### src/rtl/core/jsu_pkg.sv
// ============================================================================
// jsu_pkg
// Types, codes and a helper function shared by the JSON string unescaper.
// ============================================================================
package jsu_pkg;

    localparam int unsigned CharWidth   = 21;
    localparam int unsigned PosWidth    = 16;
    localparam int unsigned StatusWidth = 4;
    localparam int unsigned HexWidth    = 16;
    localparam int unsigned CountWidth  = 3;
    localparam int unsigned PhaseWidth  = 3;
    localparam int unsigned ByteWidth   = 8;

    localparam longint unsigned MAX_LEN = 64'd65535;
    localparam logic [PosWidth-1:0] PosLimit =
        (MAX_LEN < 64'd65535) ? PosWidth'(MAX_LEN) : 16'hFFFF;

    localparam logic [PhaseWidth-1:0] PH_AWAIT  = 3'd0;
    localparam logic [PhaseWidth-1:0] PH_BODY   = 3'd1;
    localparam logic [PhaseWidth-1:0] PH_ESC    = 3'd2;
    localparam logic [PhaseWidth-1:0] PH_HEX    = 3'd3;
    localparam logic [PhaseWidth-1:0] PH_HEXBAD = 3'd4;

    localparam logic [StatusWidth-1:0] ST_UNIT      = 4'd0;
    localparam logic [StatusWidth-1:0] ST_COMPLETE  = 4'd1;
    localparam logic [StatusWidth-1:0] ST_ENDED     = 4'd2;
    localparam logic [StatusWidth-1:0] ST_EMPTY     = 4'd3;
    localparam logic [StatusWidth-1:0] ST_ESC_CUT   = 4'd4;
    localparam logic [StatusWidth-1:0] ST_HEX_SHORT = 4'd5;
    localparam logic [StatusWidth-1:0] ST_NON_HEX   = 4'd6;
    localparam logic [StatusWidth-1:0] ST_ZERO_CODE = 4'd7;
    localparam logic [StatusWidth-1:0] ST_UNKNOWN   = 4'd8;

    localparam logic [CharWidth-1:0] CH_QUOTE  = 21'h22;
    localparam logic [CharWidth-1:0] CH_BSLASH = 21'h5C;
    localparam logic [CharWidth-1:0] CH_SLASH  = 21'h2F;
    localparam logic [CharWidth-1:0] CH_B      = 21'h62;
    localparam logic [CharWidth-1:0] CH_F      = 21'h66;
    localparam logic [CharWidth-1:0] CH_N      = 21'h6E;
    localparam logic [CharWidth-1:0] CH_R      = 21'h72;
    localparam logic [CharWidth-1:0] CH_T      = 21'h74;
    localparam logic [CharWidth-1:0] CH_U      = 21'h75;

    localparam logic [CharWidth-1:0] CODE_BS  = 21'd8;
    localparam logic [CharWidth-1:0] CODE_FF  = 21'd12;
    localparam logic [CharWidth-1:0] CODE_LF  = 21'd10;
    localparam logic [CharWidth-1:0] CODE_CR  = 21'd13;
    localparam logic [CharWidth-1:0] CODE_TAB = 21'd9;

    localparam logic [ByteWidth-1:0] UTF_LEAD2 = 8'hC0;
    localparam logic [ByteWidth-1:0] UTF_LEAD3 = 8'hE0;
    localparam logic [ByteWidth-1:0] UTF_CONT  = 8'h80;

    typedef struct packed {
        logic [CharWidth-1:0] char_code;
        logic                 end_mark;
    } jsu_item_t;

    typedef struct packed {
        logic [1:0]             cnt;
        logic [CharWidth-1:0]   val0;
        logic [ByteWidth-1:0]   val1;
        logic [ByteWidth-1:0]   val2;
        logic [PosWidth-1:0]    pos;
        logic [StatusWidth-1:0] status;
    } jsu_burst_t;

    // Bit 4 flags a valid hex digit, bits 3:0 carry its value.
    function automatic logic [4:0] hex_digit(input logic [CharWidth-1:0] c);
        logic [4:0] r;
        r = 5'd0;
        if (c inside {[21'h30:21'h39]}) begin
            r = {1'b1, c[3:0]};
        end else if (c inside {[21'h61:21'h66], [21'h41:21'h46]}) begin
            r = {1'b1, 4'(c[3:0] + 4'd9)};
        end
        return r;
    endfunction

endpackage

### src/rtl/core/jsu_in_stage.sv
// ============================================================================
// jsu_in_stage
// Input register that holds one accepted character until the decoder takes it.
// ============================================================================
module jsu_in_stage (
    input  logic                aclk,
    input  logic                aresetn,
    input  logic                s_tvalid,
    output logic                s_tready,
    input  jsu_pkg::jsu_item_t  s_item,
    input  logic                take,
    output logic                item_valid,
    output jsu_pkg::jsu_item_t  item
);
    import jsu_pkg::*;

    logic      valid_reg;
    logic      valid_next;
    jsu_item_t item_reg;

    assign s_tready   = !valid_reg || take;
    assign item_valid = valid_reg;
    assign item       = item_reg;

    always_comb begin
        valid_next = valid_reg;
        if (s_tready) begin
            valid_next = s_tvalid;
        end
    end

    always_ff @(posedge aclk) begin
        if (!aresetn) begin
            valid_reg <= 1'b0;
        end else begin
            valid_reg <= valid_next;
        end
    end

    always_ff @(posedge aclk) begin
        if (s_tready && s_tvalid) begin
            item_reg <= s_item;
        end
    end

endmodule

### src/rtl/core/jsu_decode.sv
// ============================================================================
// jsu_decode
// String state and escape decoding; turns one character into up to three
// results.
// ============================================================================
module jsu_decode (
    input  logic                aclk,
    input  logic                aresetn,
    input  logic                take,
    input  jsu_pkg::jsu_item_t  item,
    output jsu_pkg::jsu_burst_t burst
);
    import jsu_pkg::*;

    logic [PhaseWidth-1:0] phase_reg;
    logic [PhaseWidth-1:0] phase_next;
    logic [HexWidth-1:0]   hex_value_reg;
    logic [HexWidth-1:0]   hex_value_next;
    logic [CountWidth-1:0] hex_count_reg;
    logic [CountWidth-1:0] hex_count_next;
    logic [PosWidth-1:0]   position_reg;
    logic [PosWidth-1:0]   position_next;

    logic [4:0]            digit;
    logic [HexWidth-1:0]   hex_shift;
    logic [CountWidth-1:0] hex_inc;
    logic [PosWidth-1:0]   pos_inc;
    logic                  bad;

    assign digit     = hex_digit(item.char_code);
    assign hex_shift = {hex_value_reg[HexWidth-5:0], digit[3:0]};
    assign hex_inc   = hex_count_reg + 3'd1;
    assign pos_inc   = (position_reg < PosLimit) ? position_reg + 16'd1 : position_reg;
    assign bad       = (phase_reg == PH_HEXBAD) || !digit[4];

    always_comb begin
        phase_next     = phase_reg;
        hex_value_next = hex_value_reg;
        hex_count_next = hex_count_reg;
        position_next  = position_reg;
        burst.cnt      = 2'd0;
        burst.val0     = '0;
        burst.val1     = '0;
        burst.val2     = '0;
        burst.pos      = position_reg;
        burst.status   = ST_UNIT;

        if (item.end_mark) begin
            burst.cnt = 2'd1;
            case (phase_reg)
                PH_AWAIT: burst.status = ST_EMPTY;
                PH_BODY:  burst.status = ST_ENDED;
                PH_ESC:   burst.status = ST_ESC_CUT;
                default:  burst.status = ST_HEX_SHORT;
            endcase
            phase_next     = PH_AWAIT;
            hex_value_next = '0;
            hex_count_next = '0;
            position_next  = '0;
        end else begin
            position_next = pos_inc;
            case (phase_reg)
                PH_AWAIT: begin
                    phase_next = PH_BODY;
                end
                PH_BODY: begin
                    burst.cnt = 2'd1;
                    if (item.char_code == CH_QUOTE) begin
                        burst.status   = ST_COMPLETE;
                        phase_next     = PH_AWAIT;
                        hex_value_next = '0;
                        hex_count_next = '0;
                        position_next  = '0;
                    end else if (item.char_code == CH_BSLASH) begin
                        burst.cnt  = 2'd0;
                        phase_next = PH_ESC;
                    end else begin
                        burst.val0 = item.char_code;
                    end
                end
                PH_ESC: begin
                    burst.cnt  = 2'd1;
                    phase_next = PH_BODY;
                    case (item.char_code)
                        CH_QUOTE, CH_BSLASH, CH_SLASH: burst.val0 = item.char_code;
                        CH_B: burst.val0 = CODE_BS;
                        CH_F: burst.val0 = CODE_FF;
                        CH_N: burst.val0 = CODE_LF;
                        CH_R: burst.val0 = CODE_CR;
                        CH_T: burst.val0 = CODE_TAB;
                        CH_U: begin
                            burst.cnt      = 2'd0;
                            phase_next     = PH_HEX;
                            hex_value_next = '0;
                            hex_count_next = '0;
                        end
                        default: begin
                            burst.status   = ST_UNKNOWN;
                            phase_next     = PH_AWAIT;
                            hex_value_next = '0;
                            hex_count_next = '0;
                            position_next  = '0;
                        end
                    endcase
                end
                default: begin
                    phase_next     = bad ? PH_HEXBAD : PH_HEX;
                    hex_count_next = hex_inc;
                    if (digit[4]) begin
                        hex_value_next = hex_shift;
                    end
                    if (hex_inc[2]) begin
                        if (bad || hex_shift == '0) begin
                            burst.cnt      = 2'd1;
                            burst.status   = bad ? ST_NON_HEX : ST_ZERO_CODE;
                            phase_next     = PH_AWAIT;
                            position_next  = '0;
                        end else if (hex_shift[15:7] == '0) begin
                            burst.cnt  = 2'd1;
                            burst.val0 = CharWidth'(hex_shift[6:0]);
                            phase_next = PH_BODY;
                        end else if (hex_shift[15:11] == '0) begin
                            burst.cnt  = 2'd2;
                            burst.val0 = CharWidth'(UTF_LEAD2 | {3'b000, hex_shift[10:6]});
                            burst.val1 = UTF_CONT | {2'b00, hex_shift[5:0]};
                            phase_next = PH_BODY;
                        end else begin
                            burst.cnt  = 2'd3;
                            burst.val0 = CharWidth'(UTF_LEAD3 | {4'b0000, hex_shift[15:12]});
                            burst.val1 = UTF_CONT | {2'b00, hex_shift[11:6]};
                            burst.val2 = UTF_CONT | {2'b00, hex_shift[5:0]};
                            phase_next = PH_BODY;
                        end
                        hex_value_next = '0;
                        hex_count_next = '0;
                    end
                end
            endcase
        end
    end

    always_ff @(posedge aclk) begin
        if (!aresetn) begin
            phase_reg     <= PH_AWAIT;
            hex_value_reg <= '0;
            hex_count_reg <= '0;
            position_reg  <= '0;
        end else if (take) begin
            phase_reg     <= phase_next;
            hex_value_reg <= hex_value_next;
            hex_count_reg <= hex_count_next;
            position_reg  <= position_next;
        end
    end

endmodule

### src/rtl/core/jsu_out_burst.sv
// ============================================================================
// jsu_out_burst
// Result register that holds the results of one character and hands them out
// one transfer at a time.
// ============================================================================
module jsu_out_burst (
    input  logic                          aclk,
    input  logic                          aresetn,
    input  logic                          take,
    input  jsu_pkg::jsu_burst_t           burst,
    output logic                          free,
    output logic                          m_tvalid,
    input  logic                          m_tready,
    output logic [jsu_pkg::CharWidth-1:0] unit_value,
    output logic [jsu_pkg::PosWidth-1:0]  source_pos,
    output logic [jsu_pkg::StatusWidth-1:0] status,
    output logic                          m_tlast
);
    import jsu_pkg::*;

    logic [1:0]             cnt_reg;
    logic [1:0]             cnt_next;
    logic [CharWidth-1:0]   val0_reg;
    logic [ByteWidth-1:0]   val1_reg;
    logic [ByteWidth-1:0]   val2_reg;
    logic [PosWidth-1:0]    pos_reg;
    logic [StatusWidth-1:0] status_reg;
    logic                   shift;

    assign m_tvalid   = cnt_reg != 2'd0;
    assign m_tlast    = cnt_reg == 2'd1;
    assign free       = (cnt_reg == 2'd0) || (m_tlast && m_tready);
    assign shift      = m_tvalid && m_tready;
    assign unit_value = val0_reg;
    assign source_pos = pos_reg;
    assign status     = status_reg;

    always_comb begin
        cnt_next = cnt_reg;
        if (take) begin
            cnt_next = burst.cnt;
        end else if (shift) begin
            cnt_next = cnt_reg - 2'd1;
        end
    end

    always_ff @(posedge aclk) begin
        if (!aresetn) begin
            cnt_reg <= 2'd0;
        end else begin
            cnt_reg <= cnt_next;
        end
    end

    always_ff @(posedge aclk) begin
        if (take) begin
            val0_reg   <= burst.val0;
            val1_reg   <= burst.val1;
            val2_reg   <= burst.val2;
            pos_reg    <= burst.pos;
            status_reg <= burst.status;
        end else if (shift) begin
            val0_reg <= CharWidth'(val1_reg);
            val1_reg <= val2_reg;
        end
    end

endmodule

### src/rtl/core/json_string_unescape.sv
// ============================================================================
// json_string_unescape
// Decodes quoted JSON string literals, one source character per transfer.
// ============================================================================
// The slave channel takes one character per transfer in s_tdata, or an end
// mark flagged in s_tuser. The first character of a string is its opening
// delimiter and is dropped. Each result on the master channel carries a
// decoded character or UTF-8 byte with its source position in m_tdata and a
// status code in m_tuser; m_tlast marks the last result of one character.
// A closing quote, an end mark or an error gives one status result, and the
// next character then opens a new string.
// A character passes the input register and then the decode and result
// register, from which its first result is presented. One character is
// taken per cycle while the master side keeps up; a \u escape giving two
// or three UTF-8 bytes holds the decoder while the result register
// drains.
// When the master side stalls, the input register can still take one
// character, and s_tready then stays low until the result register frees.
// Reset empties both registers and puts the decoder back to waiting for an
// opening delimiter.
// ============================================================================
module json_string_unescape (
    input  logic        aclk,
    input  logic        aresetn,
    input  logic        s_tvalid,
    output logic        s_tready,
    input  logic [23:0] s_tdata,   // char_code [20:0], zero [23:21]
    input  logic        s_tuser,   // end_mark
    output logic        m_tvalid,
    input  logic        m_tready,
    output logic [39:0] m_tdata,   // unit_value [20:0], source_pos [36:21], zero
    output logic [3:0]  m_tuser,   // status
    output logic        m_tlast    // last_of_run
);
    import jsu_pkg::*;

    jsu_item_t              s_item;
    jsu_item_t              item;
    jsu_burst_t             burst;
    logic                   item_valid;
    logic                   free;
    logic                   take;
    logic [CharWidth-1:0]   unit_value;
    logic [PosWidth-1:0]    source_pos;
    logic [StatusWidth-1:0] status;

    assign s_item.char_code = s_tdata[CharWidth-1:0];
    assign s_item.end_mark  = s_tuser;
    assign take             = item_valid && free;
    assign m_tdata          = {3'b000, source_pos, unit_value};
    assign m_tuser          = status;

    jsu_in_stage u_in (
        .aclk       (aclk),
        .aresetn    (aresetn),
        .s_tvalid   (s_tvalid),
        .s_tready   (s_tready),
        .s_item     (s_item),
        .take       (take),
        .item_valid (item_valid),
        .item       (item)
    );

    jsu_decode u_dec (
        .aclk    (aclk),
        .aresetn (aresetn),
        .take    (take),
        .item    (item),
        .burst   (burst)
    );

    jsu_out_burst u_out (
        .aclk       (aclk),
        .aresetn    (aresetn),
        .take       (take),
        .burst      (burst),
        .free       (free),
        .m_tvalid   (m_tvalid),
        .m_tready   (m_tready),
        .unit_value (unit_value),
        .source_pos (source_pos),
        .status     (status),
        .m_tlast    (m_tlast)
    );

    a_status_is_last: assert property (@(posedge aclk) disable iff (!aresetn)
        m_tvalid && m_tuser != ST_UNIT |-> m_tlast)
        else $error("status result is not the last of its run");

    a_status_no_value: assert property (@(posedge aclk) disable iff (!aresetn)
        m_tvalid && m_tuser != ST_UNIT |-> m_tdata[20:0] == '0)
        else $error("status result carries a value");

    a_burst_continues: assert property (@(posedge aclk) disable iff (!aresetn)
        m_tvalid && m_tready && !m_tlast |=> m_tvalid)
        else $error("UTF-8 sequence interrupted");

    a_take_needs_room: assert property (@(posedge aclk) disable iff (!aresetn)
        take |-> !m_tvalid || (m_tlast && m_tready))
        else $error("decoder loaded over pending results");

endmodule

### config.mk
export PLATFORM = sky130hd
export DESIGN_NAME = json_string_unescape
export DESIGN_NICKNAME = d
export VERILOG_FILES = /design/src/rtl/core/jsu_pkg.sv /design/src/rtl/core/jsu_in_stage.sv /design/src/rtl/core/jsu_decode.sv /design/src/rtl/core/jsu_out_burst.sv /design/src/rtl/core/json_string_unescape.sv
export SDC_FILE = /design/constraint.sdc
export NUM_CORES = 1
export LEC_CHECK = 0
export ABC_AREA = 1
export BUFFER_PORTS_ARGS = -buffer_cell sky130_fd_sc_hd__buf_2
export CORE_UTILIZATION = 35
export CTS_CLUSTER_SIZE = 12
export DETAILED_ROUTE_END_ITERATION = 8
export GPL_TIMING_DRIVEN = 0
export PLACE_DENSITY = 0.61
export SLEW_MARGIN = 15
export SYNTH_ARGS = -nofsm -noshare
export SYNTH_HDL_FRONTEND = slang
export SYNTH_SLANG_ARGS = --single-unit
### constraint.sdc
create_clock -name aclk -period 3.9 [get_ports aclk]
set_input_delay 1.17 -clock aclk [delete_from_list [all_inputs] [get_ports aclk]]
set_output_delay 1.17 -clock aclk [all_outputs]
set_load 0.01 [all_outputs]
* Yosys cells after proc, flatten, opt, wreduce, memory -nomap -nowiden
Cells that the tools add are included.
Word-level totals: output and inout bits 47, logic and storage cells 141, input port bits 29, register bits 116
Operators by class: $lt $le $gt $ge 7, multiplexer cells 67, add/sub/neg operators 4, reduce and logical (&&, ||, !) cells 31, bitwise gates (word level) 1, equality and inequality tests 17
Operators by type and width (number):
- $mux W31 | 5
- $eq A21 B7 Y1 const B | 7
- $mux W16 | 8
- $pmux W21 S6 | 1
- $mux W23 | 5
- $mux W37 | 2
- $pmux W23 S3 | 1
- $mux W21 | 3
- $mux W12 | 5
- $pmux W16 S3 | 1
- $eq A21 B6 Y1 const B | 2
- $ge A21 B7 Y1 const B | 2
- $le A21 B7 Y1 const B | 2
- $mux W39 | 1
- $pmux W12 S3 | 1
- $mux W30 | 1
- $pmux W3 S3 | 3
- $mux W3 | 8
- $mux W8 | 3
- $mux W22 | 1
- $ge A21 B6 Y1 const B | 1
- $le A21 B6 Y1 const B | 1
- $add A16 B1 Y16 const B | 1
- $logic_not A16 Y1 | 1
- 35 further kinds | 61

* Depth between registers and ports, before layout
depth in word-level cells 22, depth in mapped cells 18, gate-level depth less buffers 18

* Modules after synthesis
From an unflattened synthesis, not the netlist that was laid out.
Second synthesis, totals: cells, all modules 770, area, all modules 6292.3 sq um
Modules (own cells, without submodules):
- jsu_decode | times used 1, sequential area each 660.6 sq um, area an instance 3374.5 sq um, cells an instance 573
- jsu_out_burst | times used 1, sequential area each 1751.7 sq um, area an instance 2172.1 sq um, cells an instance 162
- jsu_in_stage | times used 1, sequential area each 680.7 sq um, area an instance 711.9 sq um, cells an instance 29
- json_string_unescape | times used 1, sequential area each 0.0 sq um, area an instance 33.8 sq um, cells an instance 6

* Worst setup path after synthesis
No wires, ideal clock.
path kind input port to flip-flop, start in m_tready, end reg u_out.val0_reg[5] (netlist: u_out.unit_value[5]), data pin, stages 8, setup slack -0.109 ns, library setup time 0.169 ns, arrival 3.840 ns, path buffers 0, path through a21oi_1 -> nor2_1 -> inv_1 -> nor2_1 -> inv_2 -> nor2_1 -> inv_1 -> o31ai_1
Between the ends: longest elaborated chain between the ends 4
RTL lines:
- start, declared | line json_string_unescape.sv:30 | input logic m_tready,
- $logic_and A1 B1 Y1 | line jsu_out_burst.sv:32 | assign free = (cnt_reg == 2'd0) || (m_tlast && m_tready);
- $logic_or A1 B1 Y1 | line jsu_out_burst.sv:32
- $logic_and A1 B1 Y1 | line json_string_unescape.sv:49 | assign take = item_valid && free;
- net take | line json_string_unescape.sv:42 | logic take;
- $mux W21 | line jsu_out_burst.sv:56 | if (take) begin
- end signal, assigned | line jsu_out_burst.sv:57 | val0_reg <= burst.val0;
- end signal, assigned | line jsu_out_burst.sv:63 | val0_reg <= CharWidth'(val1_reg);
- end, declared | line jsu_out_burst.sv:23 | logic [CharWidth-1:0] val0_reg;
The timed path passes the listed nets, and every way through them passes these cells. A chain may end at the register's enable or synchronous reset.

* Final worst setup path
start in m_tready, end reg u_out.val0_reg[6] (netlist: u_out.unit_value[6]), data pin
The elaborated chain is that of the path after synthesis.

==> metrics.md <==
| Metric | Value |
|---|---|
| Resized Gates After CTS | `0` |
| Synth unique cells | `54` |
| Logic pwr share | `22.1%` |
| Overflow after GRT | `0` |
| Die Width | `132.7 um` |
| Pre-CTS WS | `0.3705 ns` |
| Setup TNS | `0 ns` |
| Antenna viol nets, final | `0` |
| Area delta synth->final | `21.59%` |
| Avg Inst Size Synth | `8.731 um2` |
| Total track usage | `17.25%` |
| # setup viols final | `0` |
| Post-synth ARST share | `0%` |
| DP Wirelength | `10.40 mm` |
| Sequential Power Share | `39.8%` |
| Initial DRC count | `319` |
| Clock Skews | `0.007035 ns` |
| Final period util | `80.76%` |
| Yosys warns | `0` |
| DRC | `0` |
| Register Area | `3033 um2` |
| Top cells by area, synth | `edfxtp_1 (39%), dfxtp_1 (12%), nand2_1 (9.4%)` |
| Multi-input logic area | `2562 um2` |
| Slew @ Worst Pin | `0.8924 ns` |
| Clock slew at reported path FFs | `0.06 ns` |
| I/O Buffers | `69` |
| Power consumption | `4104 uW` |
| Post-Synth Adder-Cell Area | `1.674%` |
| Clock power frac | `38.1%` |
| Detailed Route WL | `14.26 mm` |
| Setup ws final | `0.7503 ns` |
| Synth Area in XOR/XNOR | `1.025%` |
| Final core occ | `43.70%` |
| Yosys reg bits | `113` |
| Peak supply drop | `0.3438 mV` |
| Final Max Tran Viols | `0` |
| RSZ-0062 raised after global routing | `false` |
| PwrDens | `564.4 nW/um2` |
| Max Freq | `317.5 MHz` |
| Main combinational cell family by area after synthesis | `simple AND/OR/NAND/NOR gates` |
| Final Hold Fails | `0` |
| Die area | `17610 um2` |
| Post-synthesis cell count | `685` |
| Register area share after synthesis | `50.71%` |
| Synth Area in Simple Gates | `29.37%` |
| Clock Latency Late Sink | `0.43 ns` |
| Crit path capture type | `register` |
| H-Tree Depth | `4` |
| Largest register FFs | `22` |
| Initial antenna violation count | `0` |
| First-pass GRT wire length | `23.32 mm` |
| Starting density of the core | `35.94%` |
| Proportion of layout cells with a drive suffix above 1 | `23.32%` |
| Net Sw Frac | `30.72%` |
| Drt first pass iters | `5` |
| RePlAce Congestion | `0.9099` |
| Int Pwr | `2843 uW` |
| Multiplexer area fraction after synthesis | `0.3347%` |
| Number of synthesized flops with an enable pin | `77` |
| Vias in the first global route | `4594` |
| Core area | `16640 um2` |
| Top-count cell post-synth | `nand2_1` |
| Via density | `4.795` |
| Cell taking the most area after synthesis | `edfxtp_1` |
| Hold crit path type | `reg2reg` |
| Fill cells | `1641` |
| CTS Hold Bufs | `0` |
| Crit Path Max Fanout | `14` |
| Total number of vias | `4838` |
| Post-CTS Setup Repair Bufs | `0` |
| Leak pwr | `0.002884 uW` |
| TritonCTS clock tree | `built` |
| CTS max path bufs | `2` |
| Dominant synthesized flop cell | `edfxtp_1` |
| Placed Area | `6683 um2` |
| Worst rel slew slack | `40.44%` |
| CTS Sinks | `113` |
| P_sw | `1261 uW` |
| Setup CP Type | `in2reg` |
| Crit path required time | `4.11 ns` |
| Synth cell count leaders | `nand2_1 (149), nor2_1 (101), edfxtp_1 (77)` |
| Layout Nets | `814` |
| Post-synth top area share | `38.66%` |
| Largest net degree at the start of global routing | `23` |
| Clk root buf | `clkbuf_16` |
| Status | `finished clean` |
| CTS buffer count | `17` |
| Fin crit period | `3.150 ns` |
| Max-Cap Viols | `0` |
| Die height | `132.7 um` |
| WL per Instance | `14.13 um` |
| # diodes | `0` |
| Crit path DAT | `3.36 ns` |
| CP Launch Type | `primary input` |
| Std cell rows | `47` |
| I/O pin total | `76` |
| Synthesized area | `5981 um2` |
| Post-route cell area | `7272 um2` |
| Post-synthesis compound-gate area fraction | `9.937%` |
per-stage QoR:
step | hold WS (ns) | cells
after global routing | 0.4989 | 1009
final | 0.4695 | 1009
after detailed placement | 0.4613 | 978
after CTS | 0.4740 | 1009
after floorplan | 0.4408 | 687
after global placement | 0.4543 | 976
routing by layer:
| metal | routed length [um] | GRT usage (%) | vias to the layer above |
|---|---|---|---|
| li1 | - | - | 2473 |
| met1 | 6721 | 22.44 | 2213 |
| met2 | 6522 | 27.05 | 126 |
| met3 | 690 | 4.291 | 26 |
| met4 | 326 | 7.791 | 0 |
| met5 | 0 | 0 | - |
kinds of logic after synthesis:
family	count (synthesis)
buffers and inverters	90
and+or+nand+nor	372
adders and majority gates	8
muxes	2
other	1
DFF	113
xor gates and xnor gates	7
AOI/OAI and AO/OA	92
path summary, 6_finish.rpt:
check | start | slack, ns | depth (start not counted) | to
max | m_tready | 0.75 | 9 | u_out.unit_value[6]
min | u_dec.hex_count_reg[1] | 0.47 | 2 | u_dec.hex_count_reg[1]
max reg2reg | u_out.cnt_reg[0] | 1.01 | 9 | u_out.unit_value[6]
min reg2reg | u_dec.hex_count_reg[1] | 0.47 | 2 | u_dec.hex_count_reg[1]
cells in the final DEF, fill, tap and decap left out, types with 3 or more instances in the layout:
cell type,synthesis,routed
nand2_1,149,149
nor2_1,101,100
edfxtp_1,77,77
buf_2,2,71
inv_1,64,64
nand3_1,44,44
dfxtp_1,36,36
o21ai_0,30,29
a21oi_1,25,25
nor3_1,17,17
clkbuf_16,0,17
nand3_2,16,16
nand2_2,13,13
a21oi_2,11,11
clkbuf_1,8,8
ha_1,8,8
nor2_2,6,6
nand4_1,6,6
clkinv_2,1,6
nor2_4,4,5
inv_2,5,5
buf_4,4,4
nand2_4,4,4
nor4_1,4,4
a22oi_1,4,4
o22ai_1,4,4
xor2_1,4,4
buf_6,3,3
xnor2_1,3,3
o21a_1,3,3
conb_1,1,3
inv_6,0,3
bufinv_16,0,3
clkinvlp_4,0,3
power groups by stage:
| stage | logic (uW) | clock network [uW] | registers, uW |
|---|---|---|---|
| 2_1_floorplan | 492 | 0 | 1710 |
| 3_3_place_gp | 834 | 0 | 1680 |
| 3_5_place_dp | 910 | 0 | 1660 |
| 4_1_cts | 914 | 1590 | 1630 |
| 5_1_grt | 1000 | 1630 | 1650 |
| 6_report | 907 | 1570 | 1630 |
worst max-delay path, stage by stage:
cell     delay, ns
buf_2         0.09
a21oi_1       0.10
nor2_4        0.46
inv_1         0.20
nor2_1        0.30
inv_2         0.16
nor2_1        0.37
o21ai_0       0.14
o21ai_0       0.35
area by class of cell:
type	instances	area share, %
buffer	20	2.030
clock inverter	14	2.254
timing repair buffer	71	5.506
sequential	113	41.71
clock buffer	17	5.850
multi-input combinational	484	35.24
inverter	70	3.630
tap	220	3.785
No activity file was read; power rests on OpenSTA's default activity.
